$ cat config.mk
export PLATFORM = sky130hd
export DESIGN_NAME = wavetable_sound_generator
export DESIGN_NICKNAME = d
export VERILOG_FILES = /design/src/sv/wsg_pkg.sv /design/src/sv/wsg_voice_mem.sv /design/src/sv/wsg_wave_mem.sv /design/src/sv/wsg_mixer.sv /design/src/sv/wavetable_sound_generator.sv
export SDC_FILE = /design/constraint.sdc
export NUM_CORES = 2
export LEC_CHECK = 0
export ABC_AREA = 1
export BUFFER_PORTS_ARGS = -buffer_cell sky130_fd_sc_hd__buf_4
export CORE_MARGIN = 8
export CORE_UTILIZATION = 55
export CTS_BUF_LIST = sky130_fd_sc_hd__clkbuf_8
export DETAILED_ROUTE_END_ITERATION = 10
export PLACE_DENSITY = 0.71
export SLEW_MARGIN = 20
export SYNTH_ARGS = -nofsm -noshare
export SYNTH_HDL_FRONTEND = slang
export SYNTH_SLANG_ARGS = --single-unit
$ cat constraint.sdc
create_clock -name clk -period 5.8 [get_ports clk]
set_input_delay 0.87 -clock clk [delete_from_list [all_inputs] [get_ports clk]]
set_output_delay 0.87 -clock clk [all_outputs]
set_load 0.01 [all_outputs]
$ cat src/sv/wsg_pkg.sv
package wsg_pkg;

  // voice state layout
  localparam int NUM_VOICES = 3;
  localparam int VOICE_AW   = $clog2(NUM_VOICES);
  localparam int PHASE_W    = 20;
  localparam int NIB_COUNT  = 5;
  localparam int WAV_W      = 3;
  localparam int VOL_W      = 4;
  localparam int WAVE_AW    = 8;
  localparam int BYTE_W     = 8;
  localparam int SAMPLE_W   = 16;
  localparam int GAIN_W     = 8;
  localparam int REG_COUNT  = 32;
  localparam int BIAS       = 8;

  // tick pipeline: read, update, accumulate, one voice entering per cycle
  localparam int TICK_LAST  = NUM_VOICES + 1;
  localparam int CNT_W      = $clog2(TICK_LAST + 1);

  localparam logic [GAIN_W-1:0] GAIN_RESET = GAIN_W'(25);

  typedef enum logic [1:0] {
    MODE_REG  = 2'd0,
    MODE_TICK = 2'd1,
    MODE_LOAD = 2'd2,
    MODE_NONE = 2'd3
  } mode_t;

  typedef enum logic [1:0] {
    ST_IDLE,
    ST_REG_WR,
    ST_TICK,
    ST_GAIN
  } state_t;

  // nibble of accumulator/step, or the waveform/volume field
  typedef enum logic {
    FLD_PHASE,
    FLD_SEL
  } field_t;

  typedef struct packed {
    logic [PHASE_W-1:0] acc;
    logic [PHASE_W-1:0] step;
    logic [WAV_W-1:0]   wav;
    logic [VOL_W-1:0]   vol;
  } voice_t;

  typedef struct packed {
    field_t              fld;
    logic [VOICE_AW-1:0] voice;
    logic [2:0]          nib;
  } reg_dec_t;

  typedef struct packed {
    logic                en;
    logic [VOICE_AW-1:0] addr;
    voice_t              data;
  } voice_wr_t;

  typedef struct packed {
    logic clr;
    logic add;
  } mix_ctrl_t;

  // register map decode; same layout in both halves of the map
  function automatic reg_dec_t decode_reg(input logic [3:0] lo);
    reg_dec_t d;
    logic [3:0] off;
    d   = '{fld: FLD_PHASE, voice: '0, nib: '0};
    off = '0;
    case (lo) inside
      [4'd0:4'd4]: begin
        d.voice = VOICE_AW'(0);
        d.nib   = lo[2:0];
      end
      4'd5: begin
        d.fld   = FLD_SEL;
        d.voice = VOICE_AW'(0);
      end
      [4'd6:4'd9]: begin
        off     = lo - 4'd5;
        d.voice = VOICE_AW'(1);
        d.nib   = off[2:0];
      end
      4'd10: begin
        d.fld   = FLD_SEL;
        d.voice = VOICE_AW'(1);
      end
      [4'd11:4'd14]: begin
        off     = lo - 4'd10;
        d.voice = VOICE_AW'(2);
        d.nib   = off[2:0];
      end
      default: begin
        d.fld   = FLD_SEL;
        d.voice = VOICE_AW'(2);
      end
    endcase
    return d;
  endfunction

  // replace one nibble of a phase word
  function automatic logic [PHASE_W-1:0] put_nibble(input logic [PHASE_W-1:0] word,
                                                    input logic [2:0] nib,
                                                    input logic [3:0] v);
    logic [PHASE_W-1:0] w;
    w = word;
    for (int i = 0; i < NIB_COUNT; i++) begin
      if (nib == 3'(i)) begin
        w[4*i +: 4] = v;
      end
    end
    return w;
  endfunction

endpackage

$ cat src/sv/wsg_voice_mem.sv
module wsg_voice_mem (
  input  logic                         clk,
  input  logic                         rst,
  input  wsg_pkg::voice_wr_t           wr,
  input  logic [wsg_pkg::VOICE_AW-1:0] raddr,
  output wsg_pkg::voice_t              rdata
);

  wsg_pkg::voice_t                  mem [wsg_pkg::NUM_VOICES];
  logic [wsg_pkg::NUM_VOICES-1:0]   valid;
  wsg_pkg::voice_t                  rd_q;
  logic                             rd_hit;

  // storage, one write and one registered read per cycle
  always_ff @(posedge clk) begin
    if (wr.en) begin
      mem[wr.addr] <= wr.data;
    end
    rd_q <= mem[raddr];
  end

  // per-entry valid bits stand in for the zero reset
  always_ff @(posedge clk) begin
    if (rst) begin
      valid  <= '0;
      rd_hit <= 1'b0;
    end else begin
      if (wr.en) begin
        valid[wr.addr] <= 1'b1;
      end
      rd_hit <= valid[raddr];
    end
  end

  assign rdata = rd_hit ? rd_q : '0;

endmodule

$ cat src/sv/wsg_wave_mem.sv
module wsg_wave_mem (
  input  logic                        clk,
  input  logic                        we,
  input  logic [wsg_pkg::WAVE_AW-1:0] waddr,
  input  logic [wsg_pkg::BYTE_W-1:0]  wdata,
  input  logic [wsg_pkg::WAVE_AW-1:0] raddr,
  output logic [wsg_pkg::BYTE_W-1:0]  rdata
);

  logic [wsg_pkg::BYTE_W-1:0] mem [2**wsg_pkg::WAVE_AW];

  // waveform bytes, registered read
  always_ff @(posedge clk) begin
    if (we) begin
      mem[waddr] <= wdata;
    end
    rdata <= mem[raddr];
  end

endmodule

$ cat src/sv/wsg_mixer.sv
module wsg_mixer (
  input  logic                         clk,
  input  wsg_pkg::mix_ctrl_t           ctrl,
  input  logic [wsg_pkg::BYTE_W-1:0]   wave_byte,
  input  logic [wsg_pkg::VOL_W-1:0]    vol,
  input  logic [wsg_pkg::GAIN_W-1:0]   gain,
  output logic [wsg_pkg::SAMPLE_W-1:0] mix_out
);

  logic [wsg_pkg::SAMPLE_W-1:0] biased;
  logic [wsg_pkg::SAMPLE_W-1:0] term;
  logic [wsg_pkg::SAMPLE_W-1:0] sum;

  // (byte - 8) * volume, 16-bit wrap
  assign biased = {{(wsg_pkg::SAMPLE_W-wsg_pkg::BYTE_W){1'b0}}, wave_byte}
                  - wsg_pkg::SAMPLE_W'(wsg_pkg::BIAS);
  assign term   = biased * {{(wsg_pkg::SAMPLE_W-wsg_pkg::VOL_W){1'b0}}, vol};

  // voice sum accumulator
  always_ff @(posedge clk) begin
    if (ctrl.clr) begin
      sum <= '0;
    end else if (ctrl.add) begin
      sum <= sum + term;
    end
  end

  // output gain, low 16 bits
  assign mix_out = sum * {{(wsg_pkg::SAMPLE_W-wsg_pkg::GAIN_W){1'b0}}, gain};

endmodule

$ cat src/sv/wavetable_sound_generator.sv
// channel   direction  handshake            payload
// input     in         in_valid / in_stall  mode, address, value
// output    out        out_valid / out_stall sample
// config    in         cfg_we               cfg_data (gain)
//
// register write (mode 0): read-modify-write of the voice entry.
// memory load (mode 2) and ignored items are taken without leaving idle.
// sample tick (mode 1): tick steps (voice read, one voice a cycle, last add), then the gain
// step, in which the result register loads; the next request is taken back in idle.
// reset (rst, synchronous) clears voice state via valid bits, gain to 25, no clearing pass.
// a result waiting on out_stall holds the block in the gain step; input stalls until idle.
module wavetable_sound_generator (
  input  logic                clk,
  input  logic                rst,
  input  logic                in_valid,
  output logic                in_stall,
  input  logic [1:0]          mode,
  input  logic [7:0]          address,
  input  logic [7:0]          value,
  output logic                out_valid,
  input  logic                out_stall,
  output logic signed [15:0]  sample,
  input  logic                cfg_we,
  input  logic [7:0]          cfg_data
);

  wsg_pkg::state_t                  state;
  wsg_pkg::state_t                  state_next;
  wsg_pkg::mode_t                   in_mode;
  wsg_pkg::reg_dec_t                in_dec;
  wsg_pkg::reg_dec_t                item_dec;
  logic                             item_hi;
  logic [7:0]                       item_val;
  logic [wsg_pkg::CNT_W-1:0]        cnt;
  logic [wsg_pkg::GAIN_W-1:0]       gain;
  logic                             accept;
  logic                             out_load;

  wsg_pkg::voice_wr_t               vm_wr;
  logic [wsg_pkg::VOICE_AW-1:0]     vm_raddr;
  wsg_pkg::voice_t                  vm_rdata;
  wsg_pkg::voice_t                  reg_mod;

  logic                             calc_on;
  logic                             calc_live;
  logic [wsg_pkg::CNT_W-1:0]        calc_idx;
  logic [wsg_pkg::PHASE_W-1:0]      acc_new;
  logic                             calc_active;
  logic [wsg_pkg::VOL_W-1:0]        calc_vol;

  logic [wsg_pkg::WAVE_AW-1:0]      wm_raddr;
  logic [wsg_pkg::BYTE_W-1:0]       wm_rdata;
  wsg_pkg::mix_ctrl_t               mix_ctrl;
  logic [wsg_pkg::SAMPLE_W-1:0]     mix_out;

  assign in_mode  = wsg_pkg::mode_t'(mode);
  assign in_dec   = wsg_pkg::decode_reg(address[3:0]);
  assign in_stall = (state != wsg_pkg::ST_IDLE);
  assign accept   = in_valid && !in_stall;
  assign out_load = (state == wsg_pkg::ST_GAIN) && (!out_valid || !out_stall);

  // sequencer state
  always_ff @(posedge clk) begin
    if (rst) begin
      state <= wsg_pkg::ST_IDLE;
    end else begin
      state <= state_next;
    end
  end

  // next state
  always_comb begin
    state_next = state;
    unique case (state)
      wsg_pkg::ST_IDLE: begin
        if (accept) begin
          unique case (in_mode)
            wsg_pkg::MODE_REG: begin
              if (address < 8'(wsg_pkg::REG_COUNT)) begin
                state_next = wsg_pkg::ST_REG_WR;
              end
            end
            wsg_pkg::MODE_TICK: state_next = wsg_pkg::ST_TICK;
            wsg_pkg::MODE_LOAD: state_next = wsg_pkg::ST_IDLE;
            wsg_pkg::MODE_NONE: state_next = wsg_pkg::ST_IDLE;
          endcase
        end
      end
      wsg_pkg::ST_REG_WR: state_next = wsg_pkg::ST_IDLE;
      wsg_pkg::ST_TICK: begin
        if (cnt == wsg_pkg::CNT_W'(wsg_pkg::TICK_LAST)) begin
          state_next = wsg_pkg::ST_GAIN;
        end
      end
      wsg_pkg::ST_GAIN: begin
        if (out_load) begin
          state_next = wsg_pkg::ST_IDLE;
        end
      end
      default: state_next = wsg_pkg::ST_IDLE;
    endcase
  end

  // tick step counter
  always_ff @(posedge clk) begin
    if (rst) begin
      cnt <= '0;
    end else if (accept) begin
      cnt <= '0;
    end else if (state == wsg_pkg::ST_TICK) begin
      cnt <= cnt + 1'b1;
    end
  end

  // request fields kept for the register write-back
  always_ff @(posedge clk) begin
    if (accept) begin
      item_dec <= in_dec;
      item_hi  <= address[4];
      item_val <= value;
    end
  end

  // gain register
  always_ff @(posedge clk) begin
    if (rst) begin
      gain <= wsg_pkg::GAIN_RESET;
    end else if (cfg_we) begin
      gain <= cfg_data;
    end
  end

  // voice read address: decoded voice on a write, next voice during a tick
  always_comb begin
    if (state == wsg_pkg::ST_TICK) begin
      if (cnt < wsg_pkg::CNT_W'(wsg_pkg::NUM_VOICES)) begin
        vm_raddr = cnt[wsg_pkg::VOICE_AW-1:0];
      end else begin
        vm_raddr = '0;
      end
    end else begin
      vm_raddr = in_dec.voice;
    end
  end

  // register write: patch the entry read in the accept cycle
  always_comb begin
    reg_mod = vm_rdata;
    if (item_dec.fld == wsg_pkg::FLD_PHASE) begin
      if (item_hi) begin
        reg_mod.step = wsg_pkg::put_nibble(vm_rdata.step, item_dec.nib, item_val[3:0]);
      end else begin
        reg_mod.acc = wsg_pkg::put_nibble(vm_rdata.acc, item_dec.nib, item_val[3:0]);
      end
    end else if (item_hi) begin
      reg_mod.vol = item_val[wsg_pkg::VOL_W-1:0];
    end else begin
      reg_mod.wav = item_val[wsg_pkg::WAV_W-1:0];
    end
  end

  // update stage: the voice read last cycle advances and addresses its wave byte
  assign calc_on   = (state == wsg_pkg::ST_TICK) && (cnt != '0)
                     && (cnt <= wsg_pkg::CNT_W'(wsg_pkg::NUM_VOICES));
  assign calc_idx  = cnt - 1'b1;
  assign calc_live = (|vm_rdata.step) && (|vm_rdata.vol);
  assign acc_new   = vm_rdata.acc + vm_rdata.step;
  assign wm_raddr  = {vm_rdata.wav, acc_new[wsg_pkg::PHASE_W-1 -: 5]};

  // voice write-back port
  always_comb begin
    vm_wr = '0;
    if (state == wsg_pkg::ST_REG_WR) begin
      vm_wr.en   = 1'b1;
      vm_wr.addr = item_dec.voice;
      vm_wr.data = reg_mod;
    end else if (calc_on && calc_live) begin
      vm_wr.en       = 1'b1;
      vm_wr.addr     = calc_idx[wsg_pkg::VOICE_AW-1:0];
      vm_wr.data     = vm_rdata;
      vm_wr.data.acc = acc_new;
    end
  end

  // update-to-accumulate stage registers
  always_ff @(posedge clk) begin
    if (rst) begin
      calc_active <= 1'b0;
    end else begin
      calc_active <= calc_on && calc_live;
    end
  end

  always_ff @(posedge clk) begin
    calc_vol <= vm_rdata.vol;
  end

  assign mix_ctrl.clr = accept && (in_mode == wsg_pkg::MODE_TICK);
  assign mix_ctrl.add = calc_active;

  // output register
  always_ff @(posedge clk) begin
    if (rst) begin
      out_valid <= 1'b0;
    end else if (out_load) begin
      out_valid <= 1'b1;
    end else if (!out_stall) begin
      out_valid <= 1'b0;
    end
  end

  always_ff @(posedge clk) begin
    if (out_load) begin
      sample <= mix_out;
    end
  end

  wsg_voice_mem u_voice_mem (
    .clk   (clk),
    .rst   (rst),
    .wr    (vm_wr),
    .raddr (vm_raddr),
    .rdata (vm_rdata)
  );

  wsg_wave_mem u_wave_mem (
    .clk   (clk),
    .we    (accept && (in_mode == wsg_pkg::MODE_LOAD)),
    .waddr (address),
    .wdata (value),
    .raddr (wm_raddr),
    .rdata (wm_rdata)
  );

  wsg_mixer u_mixer (
    .clk       (clk),
    .ctrl      (mix_ctrl),
    .wave_byte (wm_rdata),
    .vol       (calc_vol),
    .gain      (gain),
    .mix_out   (mix_out)
  );

endmodule

==> run_results.csv <==
group,metric,value,unit
synth,synth-seq-area-share,66.8,%
worst_setup_path,cpMaxStageDelayCell,"sky130_fd_sc_hd__buf_4",
die,dieArea,0.200,mm²
global_routing,globalRouteMet2Util,42.9,%
timing,timing_hold_violations_final,0,
power,fin_total_pwr,0.0387,W
global_routing,gr-usage-met1,36.9,%
power,power_report.internal_total,0.0270,W
timing,final_critical_path_share_of_the_clock_period,92.5,%
worst_setup_path,worst_r2r_startpoint,"u_voice_mem.rd_hit",
route,drt_first_pass_iters,6,
placement,pre_cts_ws,0.647,ns
worst_setup_path,critical_path_arrival,6.34,ns
global_routing,globalRoute.totalOverflow,0,
die,floorplan.die.height,447,µm
final_layout,nFillCells,15100,
synth,synth_area_per_cell,10.3,µm²
placement,post-dp-hpwl,162,mm
worst_setup_path,crit_path_category,"register to register",
timing,timing.final.max_slew_violations,0,
power,power_switching,0.0117,W
die,ioPinCount,49,
power,power_switching_share,30.1,%
worst_hold_path,holdCritPathClass,"input pin to register",
synth,synth.distinct_cells,51,
global_routing,number_of_global_route_vias_before_repair,70500,
power,cellLeakagePower,45.2,nW
synth,postSynth.topFlopCell,"sky130_fd_sc_hd__edfxtp_1",
die,chipWidth,447,µm
clock_network,cts.clk_slew.worst_paths,0.06,ns
route,postRouteWirelength,278,mm
route,num_vias,72800,
synth,synth_top_area_share,65.0,%
flow_run,max_cap_violations,0,
clock_network,worstSkewPairLatency,1.07,ns
worst_setup_path,critPathBufInv,4,
final_layout,non_filler_instances,12700,
synth,synth_top_cells_by_area,"sky130_fd_sc_hd__edfxtp_1 (65%), sky130_fd_sc_hd__nand2_1 (16%), sky130_fd_sc_hd__nand3_1 (5.9%)",
synth,synth-edff-count,2216,
timing,skew,0.0775,ns
worst_setup_path,crit_path_cell_trace,"buf_4 > nand2_1 > inv_1 > ha_1 > nand2_1 > nor2_1 > nand3_1 > nand2_1 > nand2_2 > nand3_4 > buf_4 > buf_4 > nand3_1 > nand2_1 > nand2_1 > nand3_1 > nand3_1 > nand3_1 > nand2_1 > nand2_1 > nand3_1 > nand2_1 > nand2_1 > nand2_1",
power,power_frac_comb,17.9,%
route,drt_iter0_drc,8687,
timing,final_worst_setup_slack,0.433,ns
worst_setup_path,path_common_cell,"sky130_fd_sc_hd__nand2_1",
final_layout,commonest_non_fill_non_tap_cells_in_the_layout,"sky130_fd_sc_hd__nand2_1 (4381), sky130_fd_sc_hd__edfxtp_1 (2216), sky130_fd_sc_hd__nand3_1 (1206)",
power,power_frac_seq,48.4,%
final_layout,area.growth.synth_to_final,9.15,%
worst_setup_path,cp_top_family,"simple AND/OR/NAND/NOR gates",
global_routing,top_usage_layer,"met2",
worst_hold_path,min-delay-start,"cfg_data[6]",
global_routing,use_met3,5.62,%
worst_setup_path,crit_path_end_kind,"register",
final_layout,most_frequent_standard_cell_in_the_layout_excluding_fill_and_tap_cells,"sky130_fd_sc_hd__nand2_1",
timing,final_setup_violation_count,0,
clock_network,max-clock-path-buffers,4,
timing,worst_slew_margin_rel,21.7,%
clock_network,tritoncts,"yes",
clock_network,post-cts-setup-buffer-count,0,
global_routing,grt_max_degree,157,
final_layout,drive_above_1_share,6.51,%
die,placementRows,158,
clock_network,ctsRootBufferMaster,"sky130_fd_sc_hd__clkbuf_8",
synth,ys.warnings.count,0,
worst_setup_path,worstPathRequired,6.78,ns
synth,synth_fp_nets,10100,
global_routing,total_routing_usage_gr,27.2,%
placement,buffer_ports.inserted,48,
die,initial_utilization,55.3,%
die,core,0.185,mm²
worst_setup_path,worst_setup_path_start_kind,"register",
route,drcViolationCount,0,
timing,tightestPinTransition,1.17,ns
clock_network,clock_sink_count,2310,
power,power.share.clock,33.8,%
route,route.detailed.vias_per_inst,5.72,
timing,tns,0,ns
global_routing,number_of_antenna_violations_at_the_first_check_in_global_routing,13,
route,number_of_nets_with_antenna_violations_after_routing,0,
placement,placedCellCount,12000,
timing,rsz_0062_raised_after_global_routing,"false",
synth,synth_cells,9943,
synth,synth.ff_latch_count,2310,
power,peakVddDrop,0.242,mV
placement,routability_congestion_estimate_from_global_placement,0.917,
clock_network,htree_depth,5,
synth,synthesis.area,0.102,mm²
worst_setup_path,worst_setup_path_startpoint,"u_voice_mem.rd_hit",
final_layout,finish.net_count,10200,
synth,post-synth-top-area-cell,"sky130_fd_sc_hd__edfxtp_1",
worst_setup_path,critical-path-max-stage-delay,0.86,ns
timing,achievable-frequency,186,MHz
worst_setup_path,crit_path_max_fo,80,
power,power_per_cell_area,346,mW/mm²
global_routing,grt_pass1_wl,419,mm
route,wl_per_cell,21.9,µm
outcome,run_status,"finished clean",
synth,ys_async_sr_fraction,0,%
clock_network,tritoncts.num_buffers,381,
timing,finalCriticalPeriod,5.37,ns
-- power groups by stage --
stage / Combinational, W / Sequential, W / Clock (W)
after global routing: 0.00749 / 0.0187 / 0.0139
after CTS: 0.00678 / 0.0187 / 0.0132
after detailed placement: 0.00675 / 0.0190 / 0
final: 0.00691 / 0.0187 / 0.0131
after global placement: 0.00666 / 0.0190 / 0
after floorplan: 0.00434 / 0.0189 / 0
-- worst min-delay path, delay by kind of cell --
family	cells	cell delay (ns)
AND/OR/NAND/NOR	2	0.14
buffers and inverters	1	0.08
-- final timing paths --
kind / cells after the start / end / slack, ns
hold reg to reg: 2 / u_voice_mem.rd_q[37] / 0.43
hold / removal: 3 / gain[6] / 0.08
setup reg to reg: 24 / u_wave_mem.rdata[5] / 0.43
setup / recovery: 24 / u_wave_mem.rdata[5] / 0.43
-- cell usage after synthesis (2+ instances only) --
cell type,instances
sky130_fd_sc_hd__ha_1,72
sky130_fd_sc_hd__o21bai_1,4
sky130_fd_sc_hd__buf_6,24
sky130_fd_sc_hd__o221ai_1,8
sky130_fd_sc_hd__or2_2,4
sky130_fd_sc_hd__nor2_1,414
sky130_fd_sc_hd__o211ai_1,4
sky130_fd_sc_hd__fa_1,94
sky130_fd_sc_hd__inv_2,7
sky130_fd_sc_hd__nor2_2,2
sky130_fd_sc_hd__inv_1,486
sky130_fd_sc_hd__buf_4,23
sky130_fd_sc_hd__nand2_4,4
sky130_fd_sc_hd__xnor2_1,22
sky130_fd_sc_hd__a211oi_1,3
sky130_fd_sc_hd__nand2_1,4386
sky130_fd_sc_hd__a21oi_1,61
sky130_fd_sc_hd__o21ai_1,13
sky130_fd_sc_hd__buf_2,304
sky130_fd_sc_hd__a21o_1,2
sky130_fd_sc_hd__xor2_1,30
sky130_fd_sc_hd__o31ai_1,4
sky130_fd_sc_hd__a21boi_0,2
sky130_fd_sc_hd__o21ai_0,161
sky130_fd_sc_hd__nand2_2,4
sky130_fd_sc_hd__clkbuf_1,173
sky130_fd_sc_hd__o2111ai_1,2
sky130_fd_sc_hd__nand4_1,12
sky130_fd_sc_hd__buf_1,31
sky130_fd_sc_hd__nand3_1,1212
sky130_fd_sc_hd__dfxtp_1,94
sky130_fd_sc_hd__edfxtp_1,2216
sky130_fd_sc_hd__nor3_1,14
sky130_fd_sc_hd__o22ai_1,16
sky130_fd_sc_hd__a22oi_1,15
sky130_fd_sc_hd__nor4_1,5
-- per-stage QoR --
stage               hold WS (ns)  util (%)  instance area (µm²)
detailed placement         0.435      56.6               105000
global route              0.0445      60.3               112000
floorplan                  0.422         -               102000
global placement           0.424      56.6               105000
finish                    0.0763      60.3               112000
CTS                     0.000227      60.3               112000
-- logic make-up after synthesis --
logic type / after synthesis / share of synthesized area (%)
AOI/OAI and AO/OA: 301 / 1.64
xor gates and xnor gates: 53 / 0.461
adders and majority gates: 166 / 2.72
buffers and inverters: 1051 / 4.50
DFF: 2310 / 66.8
and+or+nand+nor: 6062 / 23.9
-- layout make-up --
class,instances,area (µm²),share of cell area [%]
flip-flops and latches,2310,68400,61.2
multi-input cells,6582,29500,26.4
clock buffers,399,5490,4.91
well taps,2480,3100,2.78
repair buffers,185,2030,1.82
inverters,494,1860,1.66
clock inverters,252,1260,1.13
diodes,16,40.0,0.0358
-- metal layers --
metal,vias up,wire length [µm]
met5,-,13
met4,2,11100
met3,694,30300
met2,4003,129000
met1,34900,108000
li1,33100,-
-- registers in the layout, indices dropped and copies added (netlist names) --
| name | flops |
|---|---|
| u_mixer.sum | 16 |
| item_val | 4 |
| gain | 8 |
| calc_active | 1 |
| u_voice_mem.mem | 141 |
| sample | 16 |
| u_wave_mem.rdata | 8 |
| u_wave_mem.mem | 2048 |
| out_valid | 1 |
| state | 2 |
| u_voice_mem.valid | 3 |
| item_hi | 1 |
| item_dec | 6 |
| cnt | 3 |
| u_voice_mem.rd_q | 47 |
| calc_vol | 4 |
| u_voice_mem.rd_hit | 1 |
-- what timing repair did --
action | CTS | global route
gates resized for setup | 0 | 0
endpoints found under the hold margin | 11 | 0
hold buffers | 7 | 0
(Power assumes the default switching activity.)
